--- src/rtl/c8d_pkg.sv ---
// Shared types and constants for the CHIP-8 ROM instruction decoder.
`default_nettype none

package c8d_pkg;

   localparam logic [15:0] BASE_RESET = 16'h0200;
   localparam logic [15:0] OFFSET_STEP = 16'd2;

   localparam logic [5:0] KIND_SYS        = 6'd0;
   localparam logic [5:0] KIND_CLS        = 6'd1;
   localparam logic [5:0] KIND_RET        = 6'd2;
   localparam logic [5:0] KIND_JP         = 6'd3;
   localparam logic [5:0] KIND_CALL       = 6'd4;
   localparam logic [5:0] KIND_JP_V0      = 6'd5;
   localparam logic [5:0] KIND_SE_VX_NN   = 6'd6;
   localparam logic [5:0] KIND_SNE_VX_NN  = 6'd7;
   localparam logic [5:0] KIND_SE_VX_VY   = 6'd8;
   localparam logic [5:0] KIND_SNE_VX_VY  = 6'd9;
   localparam logic [5:0] KIND_SKP        = 6'd10;
   localparam logic [5:0] KIND_SKNP       = 6'd11;
   localparam logic [5:0] KIND_LD_VX_NN   = 6'd12;
   localparam logic [5:0] KIND_LD_VX_VY   = 6'd13;
   localparam logic [5:0] KIND_LD_I_NNN   = 6'd14;
   localparam logic [5:0] KIND_LD_VX_DT   = 6'd15;
   localparam logic [5:0] KIND_LD_VX_K    = 6'd16;
   localparam logic [5:0] KIND_LD_DT_VX   = 6'd17;
   localparam logic [5:0] KIND_LD_ST_VX   = 6'd18;
   localparam logic [5:0] KIND_LD_F_VX    = 6'd19;
   localparam logic [5:0] KIND_LD_B_VX    = 6'd20;
   localparam logic [5:0] KIND_LD_I_VX    = 6'd21;
   localparam logic [5:0] KIND_LD_VX_I    = 6'd22;
   localparam logic [5:0] KIND_ADD_VX_NN  = 6'd23;
   localparam logic [5:0] KIND_ADD_VX_VY  = 6'd24;
   localparam logic [5:0] KIND_ADD_I_VX   = 6'd25;
   localparam logic [5:0] KIND_SUB_VX_VY  = 6'd26;
   localparam logic [5:0] KIND_SUBN_VX_VY = 6'd27;
   localparam logic [5:0] KIND_OR_VX_VY   = 6'd28;
   localparam logic [5:0] KIND_AND_VX_VY  = 6'd29;
   localparam logic [5:0] KIND_XOR_VX_VY  = 6'd30;
   localparam logic [5:0] KIND_SHR_VX     = 6'd31;
   localparam logic [5:0] KIND_SHL_VX     = 6'd32;
   localparam logic [5:0] KIND_RND        = 6'd33;
   localparam logic [5:0] KIND_DRW        = 6'd34;
   localparam logic [5:0] KIND_UNKNOWN    = 6'd35;

   typedef struct packed {
      logic [15:0] address;
      logic [15:0] opcode;
   } pair_type;

   typedef struct packed {
      logic [15:0] instr_address;
      logic [15:0] opcode_word;
      logic [3:0]  reg_x;
      logic [3:0]  reg_y;
      logic [3:0]  nibble_n;
      logic [7:0]  byte_nn;
      logic [11:0] addr_nnn;
      logic [5:0]  instr_kind;
      logic        is_jump;
      logic        is_skip;
      logic        is_call;
      logic        is_ret;
   } decoded_type;

endpackage

`default_nettype wire

--- src/rtl/chip8_rom_instruction_decoder_top.sv ---
// Top level of the CHIP-8 ROM instruction decoder with its result register.
//
//   channel | direction | handshake             | payload
//   req     | in        | req_valid / req_stall | req_rom_byte, req_rom_end
//   rsp     | out       | rsp_valid / rsp_stall | address, opcode, fields, kind, flags
//   csr     | in        | csr_wr_en             | csr_wr_data (base address)
//
// One ROM byte is accepted per cycle while req_stall is low; each completed byte
// pair yields one result beat, and an end byte that opens a pair yields none. A result
// passes through the pairing register, the decode logic and the result register.
// Reset clears pairing state, the byte offset and both valid flags, and sets
// the base address to 0x200. A stalled result holds in place; the pairing
// register stays free to take bytes while the result register can move.
`default_nettype none

module chip8_rom_instruction_decoder_top
   import c8d_pkg::*;
(
   input  wire logic        clock,
   input  wire logic        reset,
   input  wire logic        csr_wr_en,
   input  wire logic [15:0] csr_wr_data,
   input  wire logic        req_valid,
   output logic             req_stall,
   input  wire logic [7:0]  req_rom_byte,
   input  wire logic        req_rom_end,
   output logic             rsp_valid,
   input  wire logic        rsp_stall,
   output logic [15:0]      rsp_instr_address,
   output logic [15:0]      rsp_opcode_word,
   output logic [3:0]       rsp_reg_x,
   output logic [3:0]       rsp_reg_y,
   output logic [3:0]       rsp_nibble_n,
   output logic [7:0]       rsp_byte_nn,
   output logic [11:0]      rsp_addr_nnn,
   output logic [5:0]       rsp_instr_kind,
   output logic             rsp_is_jump,
   output logic             rsp_is_skip,
   output logic             rsp_is_call,
   output logic             rsp_is_ret
);

   logic        pair_valid;
   pair_type    pair;
   decoded_type dec;
   decoded_type rsp_ff;
   logic        rsp_valid_ff, rsp_valid_in;
   logic        rsp_open;

   assign rsp_open = !rsp_valid_ff || !rsp_stall;

   c8d_pair u_pair (
      .clock        (clock),
      .reset        (reset),
      .csr_wr_en    (csr_wr_en),
      .csr_wr_data  (csr_wr_data),
      .req_valid    (req_valid),
      .req_stall    (req_stall),
      .req_rom_byte (req_rom_byte),
      .req_rom_end  (req_rom_end),
      .down_open    (rsp_open),
      .pair_valid   (pair_valid),
      .pair         (pair)
   );

   c8d_decode u_decode (
      .pair (pair),
      .dec  (dec)
   );

   assign rsp_valid_in = rsp_open ? pair_valid : rsp_valid_ff;

   always_ff @(posedge clock) begin
      if (reset) begin
         rsp_valid_ff <= 1'b0;
      end else begin
         rsp_valid_ff <= rsp_valid_in;
      end
      if (rsp_open && pair_valid) begin
         rsp_ff <= dec;
      end
   end

   assign rsp_valid         = rsp_valid_ff;
   assign rsp_instr_address = rsp_ff.instr_address;
   assign rsp_opcode_word   = rsp_ff.opcode_word;
   assign rsp_reg_x         = rsp_ff.reg_x;
   assign rsp_reg_y         = rsp_ff.reg_y;
   assign rsp_nibble_n      = rsp_ff.nibble_n;
   assign rsp_byte_nn       = rsp_ff.byte_nn;
   assign rsp_addr_nnn      = rsp_ff.addr_nnn;
   assign rsp_instr_kind    = rsp_ff.instr_kind;
   assign rsp_is_jump       = rsp_ff.is_jump;
   assign rsp_is_skip       = rsp_ff.is_skip;
   assign rsp_is_call       = rsp_ff.is_call;
   assign rsp_is_ret        = rsp_ff.is_ret;

endmodule

`default_nettype wire

--- src/rtl/c8d_pair.sv ---
// Byte pairing stage: joins ROM bytes into opcodes and tracks their addresses.
`default_nettype none

module c8d_pair
   import c8d_pkg::*;
(
   input  wire logic       clock,
   input  wire logic       reset,
   input  wire logic       csr_wr_en,
   input  wire logic [15:0] csr_wr_data,
   input  wire logic       req_valid,
   output logic            req_stall,
   input  wire logic [7:0] req_rom_byte,
   input  wire logic       req_rom_end,
   input  wire logic       down_open,
   output logic            pair_valid,
   output pair_type        pair
);

   logic [15:0] base_ff, base_in;
   logic [7:0]  held_ff, held_in;
   logic        phase_ff, phase_in;
   logic [15:0] offset_ff, offset_in;
   logic        valid_ff, valid_in;
   pair_type    pair_ff, pair_in;
   logic        accept;

   assign req_stall = valid_ff && !down_open;
   assign accept    = req_valid && !req_stall;

   always_comb begin
      base_in   = csr_wr_en ? csr_wr_data : base_ff;
      held_in   = held_ff;
      phase_in  = phase_ff;
      offset_in = offset_ff;
      pair_in   = pair_ff;
      valid_in  = valid_ff && !down_open;
      if (accept) begin
         if (!phase_ff) begin
            if (req_rom_end) begin
               offset_in = '0;
            end else begin
               held_in  = req_rom_byte;
               phase_in = 1'b1;
            end
         end else begin
            pair_in.opcode  = {held_ff, req_rom_byte};
            pair_in.address = base_ff + offset_ff;
            valid_in        = 1'b1;
            phase_in        = 1'b0;
            offset_in       = req_rom_end ? 16'd0 : offset_ff + OFFSET_STEP;
         end
      end
   end

   always_ff @(posedge clock) begin
      if (reset) begin
         base_ff   <= BASE_RESET;
         held_ff   <= '0;
         phase_ff  <= 1'b0;
         offset_ff <= '0;
         valid_ff  <= 1'b0;
      end else begin
         base_ff   <= base_in;
         held_ff   <= held_in;
         phase_ff  <= phase_in;
         offset_ff <= offset_in;
         valid_ff  <= valid_in;
      end
      pair_ff <= pair_in;
   end

   assign pair_valid = valid_ff;
   assign pair       = pair_ff;

endmodule

`default_nettype wire

--- src/rtl/c8d_decode.sv ---
// Opcode decoder: field extraction, instruction kind and control-flow flags.
`default_nettype none

module c8d_decode
   import c8d_pkg::*;
(
   input  wire pair_type pair,
   output decoded_type   dec
);

   logic [15:0] op;
   logic [3:0]  n;
   logic [7:0]  nn;
   logic [5:0]  kind;

   assign op = pair.opcode;
   assign n  = op[3:0];
   assign nn = op[7:0];

   always_comb begin
      kind = KIND_UNKNOWN;
      unique case (op[15:12])
         4'h0: begin
            priority if (op == 16'h00E0) kind = KIND_CLS;
            else if (op == 16'h00EE) kind = KIND_RET;
            else kind = KIND_SYS;
         end
         4'h1: kind = KIND_JP;
         4'h2: kind = KIND_CALL;
         4'h3: kind = KIND_SE_VX_NN;
         4'h4: kind = KIND_SNE_VX_NN;
         4'h5: kind = (n == 4'h0) ? KIND_SE_VX_VY : KIND_UNKNOWN;
         4'h6: kind = KIND_LD_VX_NN;
         4'h7: kind = KIND_ADD_VX_NN;
         4'h8: begin
            unique case (n)
               4'h0:    kind = KIND_LD_VX_VY;
               4'h1:    kind = KIND_OR_VX_VY;
               4'h2:    kind = KIND_AND_VX_VY;
               4'h3:    kind = KIND_XOR_VX_VY;
               4'h4:    kind = KIND_ADD_VX_VY;
               4'h5:    kind = KIND_SUB_VX_VY;
               4'h6:    kind = KIND_SHR_VX;
               4'h7:    kind = KIND_SUBN_VX_VY;
               4'hE:    kind = KIND_SHL_VX;
               default: kind = KIND_UNKNOWN;
            endcase
         end
         4'h9: kind = (n == 4'h0) ? KIND_SNE_VX_VY : KIND_UNKNOWN;
         4'hA: kind = KIND_LD_I_NNN;
         4'hB: kind = KIND_JP_V0;
         4'hC: kind = KIND_RND;
         4'hD: kind = KIND_DRW;
         4'hE: begin
            priority if (nn == 8'h9E) kind = KIND_SKP;
            else if (nn == 8'hA1) kind = KIND_SKNP;
            else kind = KIND_UNKNOWN;
         end
         4'hF: begin
            unique case (nn)
               8'h07:   kind = KIND_LD_VX_DT;
               8'h0A:   kind = KIND_LD_VX_K;
               8'h15:   kind = KIND_LD_DT_VX;
               8'h18:   kind = KIND_LD_ST_VX;
               8'h1E:   kind = KIND_ADD_I_VX;
               8'h29:   kind = KIND_LD_F_VX;
               8'h33:   kind = KIND_LD_B_VX;
               8'h55:   kind = KIND_LD_I_VX;
               8'h65:   kind = KIND_LD_VX_I;
               default: kind = KIND_UNKNOWN;
            endcase
         end
         default: kind = KIND_UNKNOWN;
      endcase
   end

   always_comb begin
      dec.instr_address = pair.address;
      dec.opcode_word   = op;
      dec.reg_x         = op[11:8];
      dec.reg_y         = op[7:4];
      dec.nibble_n      = n;
      dec.byte_nn       = nn;
      dec.addr_nnn      = op[11:0];
      dec.instr_kind    = kind;
      dec.is_jump       = (kind == KIND_JP) || (kind == KIND_JP_V0);
      dec.is_skip       = (kind >= KIND_SE_VX_NN) && (kind <= KIND_SKNP);
      dec.is_call       = (kind == KIND_CALL);
      dec.is_ret        = (kind == KIND_RET);
   end

endmodule

`default_nettype wire

--- config.mk ---
export PLATFORM = sky130hd
export DESIGN_NAME = chip8_rom_instruction_decoder_top
export DESIGN_NICKNAME = d
export VERILOG_FILES = /design/src/rtl/c8d_pkg.sv /design/src/rtl/chip8_rom_instruction_decoder_top.sv /design/src/rtl/c8d_pair.sv /design/src/rtl/c8d_decode.sv
export SDC_FILE = /design/constraint.sdc
export NUM_CORES = 1
export LEC_CHECK = 0
export BUFFER_PORTS_ARGS = -buffer_cell sky130_fd_sc_hd__buf_4
export CORE_MARGIN = 10
export CORE_UTILIZATION = 44
export DETAILED_ROUTE_END_ITERATION = 8
export PLACE_DENSITY = 0.71
export REMOVE_ABC_BUFFERS = 1
export SYNTH_ARGS = -nofsm -noshare
export SYNTH_HDL_FRONTEND = slang
export SYNTH_HIERARCHICAL = 1
export SYNTH_SLANG_ARGS = --single-unit
--- constraint.sdc ---
create_clock -name clock -period 2.6 [get_ports clock]
set_input_delay 0.52 -clock clock [delete_from_list [all_inputs] [get_ports clock]]
set_output_delay 0.52 -clock clock [all_outputs]
set_load 0.01 [all_outputs]
==> implementation parameters <==
Parameter                              Value

Timing
  Fmax ... ~410 MHz
  Worst Tran Pin Value ... between 0.5 and 0.6 ns
  Worst slew slack as a fraction of its limit ... 0.6068
  Worst Skew ... between 0.007 and 0.008 ns
  Fin. Hold Viols ... 0
  Accumulated negative setup slack ... 0 ns
  Setup repair after global routing missed its margin ... no
  Final Setup Violations ... 0
  Fin crit period ... 2.413 ns
  Max-slew violation total from the final report ... 0
  Tcrit/Tclk final ... 0.9281

GRT
  Total routing resource utilization after global routing ... 0.1316
  Number of global-route vias before repair ... between 4000 and 5000
  First-pass GRT wire length ... ~21000 um
  Overflow left after global routing ... 0
  Maximum number of pins on one net before global-route repair ... 47
  Number of antenna violations at the first check in global routing ... 0

Critical path
  Category of the worst setup path capture point ... flip-flop
  Category of the worst setup path launch point ... flip-flop
  Sequence of cells on the critical path ... and3b_1, and3b_1, o21ai_1, nand3_1, a31oi_1, xor2_1, nor4b_2
  Classification of the worst setup path ... reg -> reg
  Required arrival time at the worst endpoint ... 2.75 ns
  Max Fanout on Critical Path ... 17
  Critical path arrival ... approximately 2.6 ns
  Slowest library cell on the worst path ... edfxtp_1
  Worst stage delay on the critical path ... 0.63 ns
  Largest delay share family, worst path ... simple AND/OR/NAND/NOR gates
  Cell repeated most along the worst path ... and3b_1
  Buf+Inv Stages, Crit Path ... 0

Drt
  Average vias per placed instance ... 5.308
  First-pass iteration count of the detailed router ... 4
  Routed length per placed instance ... between 15 and 20 um
  Detailed-route via count ... 4268
  DRC violation count after routing ... 0
  Remaining number of nets flagged by the antenna check after routing ... 0
  1st-iter DRT viols ... between 200 and 250
  Total Routed Length ... 13610 um

Synthesis
  Dominant register cell in the synthesized netlist ... edfxtp_1
  Post-synth design cell area ... about 6800 um2
  Parity-gate share of the synthesized area counting xor and xnor cells ... 0.02441
  Avg Synthesized Cell Area ... roughly 13 um2
  Gate count after technology mapping ... roughly 550
  Main combinational cell family by area after synthesis ... simple AND/OR/NAND/NOR gates
  Yosys cell types ... 74
  #FFs+latches synth ... approximately 150
  Multiplexer area fraction after synthesis ... 0.03689
  Register area share after synthesis ... 0.5902
  Synth Area in Compound Gates ... 0.1024
  Adder and majority gate portion of the synthesized area ... 0.02936
  EDFF count, synth ... 106
  YS warnings ... 6
  Share of flip-flops with an asynchronous set or reset after synthesis ... 0
  Simple-gate portion of the synthesized area ... 0.1195

Floorplan
  Die Wd ... between 100 and 150 um
  Io pins ... 106
  Area of the placeable core ... approximately 15000 um2
  Die Span Y ... roughly 140 um
  Area of the die ... between 20000 and 25000 um2
  Std-Cell Rows ... 45
  Effective utilization at floorplan ... 0.4485

Clock network
  Bufs on Longest Clock Path ... 2
  Number of clock buffers inserted by TritonCTS ... 17
  Clock sink total ... between 100 and 150
  Clock transition at path regs ... around 0.060 ns
  Buffer cell driving the clock tree root ... clkbuf_16
  H-tree depth ... 4
  Worst-skew pair later-pin latency ... between 0.4 and 0.5 ns
  CTS tree ... done

Finish
  Layout fillers ... 1325
  Area added between synthesis and finish ... 17.45%
  Fraction of layout cells with a size suffix above 1 ... 0.2792
  Most common cell after layout, fill and taps aside ... buf_4
  Most used cells in the layout excluding fill and tap cells ... buf_4, edfxtp_1, nor2_1
  Final antenna diode count ... 0
  Utilization of the core after routing ... 0.5267
  Footprint of the multi-input gates ... ~2100 um2
  Storage element area ... approximately 4000 um2
  Post-layout net count ... between 600 and 700

Pwr
  Peak supply drop ... approximately 0.43 mV
  Static leakage power ... approximately 3.2 nW
  Total power per unit cell area ... just under 700 nW/um2

Placed design
  Weighted congestion at the end of routability-driven global placement ... approximately 0.85
  Detailed placer's ending HPWL ... 9800 um
  Port-buffer cells ... about 110

Worst hold path
  Min-Delay Path Class ... in -> reg

Job
  Max capacitance violation total ... 0

Run status
  Result of the run ... finished clean
-- power by group --
group	switching [W]	internal [W]	total, W
clock	0.000901	0.00175	0.00265
combinational	0.000139	0.000126	0.000265
sequential	0.0000406	0.00259	0.00263
total	0.00108	0.00446	0.00554
-- final timing paths --
check | start | end | slack, ns | depth (start not counted)
max | u_pair/pair[2] | rsp_is_jump | 0.19 | 7
min | req_rom_byte[6] | u_pair/pair[6] | 0.29 | 1
max reg2reg | u_pair/pair[2] | rsp_is_jump | 0.19 | 7
min reg2reg | u_pair/pair[20] | rsp_instr_address[4] | 0.42 | 0
-- layer usage --
layer,share of wire,global-route usage,up-vias
met4,0.027,0.06489,0
li1,-,-,2060
met5,0,0,-
met1,0.41,0.1461,2056
met3,0.057,0.04231,29
met2,0.51,0.2228,123
-- cell usage after synthesis, types with 3 or more instances --
master      n  area (um2)
nand3_1    13       65.06
nor3_1      3       15.01
a31oi_1     5       31.28
and3_1      4       25.02
xor2_1      7       61.31
buf_6       3       33.78
nor4b_1     5       43.79
nor3b_1     4       30.03
nand4b_1    4       35.03
mux2i_1    24       240.2
and2_1      4       25.02
a221oi_2    3       45.04
nor2b_1    10       62.56
dfxtp_1    42       840.8
nand2_1    24       90.09
nor2_1     46       172.7
o21bai_1    3       22.52
o21ai_2     3       26.28
nand4_1     7       43.79
clkbuf_1    7       26.28
o21a_1      3       22.52
ha_1       16       200.2
buf_4      64       480.5
o21ai_0     7       35.03
xnor2_1    12       105.1
nand2b_1    4       25.02
and3b_1     3       26.28
a21o_1      6       45.04
o21ai_1    20       100.1
edfxtp_1  106        3183
inv_1       5       18.77
a21oi_1    20       100.1
clkbuf_8    4       55.05
buf_2       5       25.02
or4_1       3       22.52
o31ai_1     3       22.52
-- state kept, by name (all words and copies together), names as in the netlist, 4 cells and up --
signal             flops
rsp_addr_nnn          12
rsp_opcode_word       16
u_pair/offset_ff      15
u_pair/held_ff         8
rsp_reg_y              4
rsp_nibble_n           4
u_pair/base_ff        16
rsp_byte_nn            8
rsp_instr_kind         6
rsp_instr_address     16
rsp_reg_x              4
u_pair/pair           32
-- cell type report --
type | instances | share of cell area
Sequential cell | 148 | 0.5025
Clock buffer | 22 | 0.05797
Tap cell | 188 | 0.02938
Multi-Input combinational cell | 307 | 0.2664
Inverter | 6 | 0.002813
Clock inverter | 10 | 0.02250
Timing Repair Buffer | 123 | 0.1184
-- timing repair --
action / 4_1_cts / 5_1_grt
endpoints found under the setup margin: 0 / 1
hold buffers: 0 / 0
setup buffers: 0 / 11
resized for setup: 0 / 0
-- metrics by stage --
stage	setup WS [ns]	total power [W]	std cells	hold slack, ns	instance area, um2
2_1_floorplan	-0.1555	0.002803	461	0.4003	6177
3_3_place_gp	0.2791	0.002930	761	0.4031	7281
3_5_place_dp	0.2042	0.002938	761	0.4052	7281
4_1_cts	0.1890	0.005604	793	0.2607	7925
5_1_grt	0.02755	0.005726	804	0.2720	8008
6_report	0.1870	0.005540	804	0.2882	8008
-- cell families (layout without fill, tap and decap cells) --
logic type,Yosys count,in the layout
buffers and inverters,90,161
adder cells (fa/ha/maj),16,16
flip-flops,148,148
multiplexers,25,25
AO/OA/AOI/OAI,99,99
XOR/XNOR,19,19
AND/OR/NAND/NOR,148,148
Power figures use the tool's default switching activity.
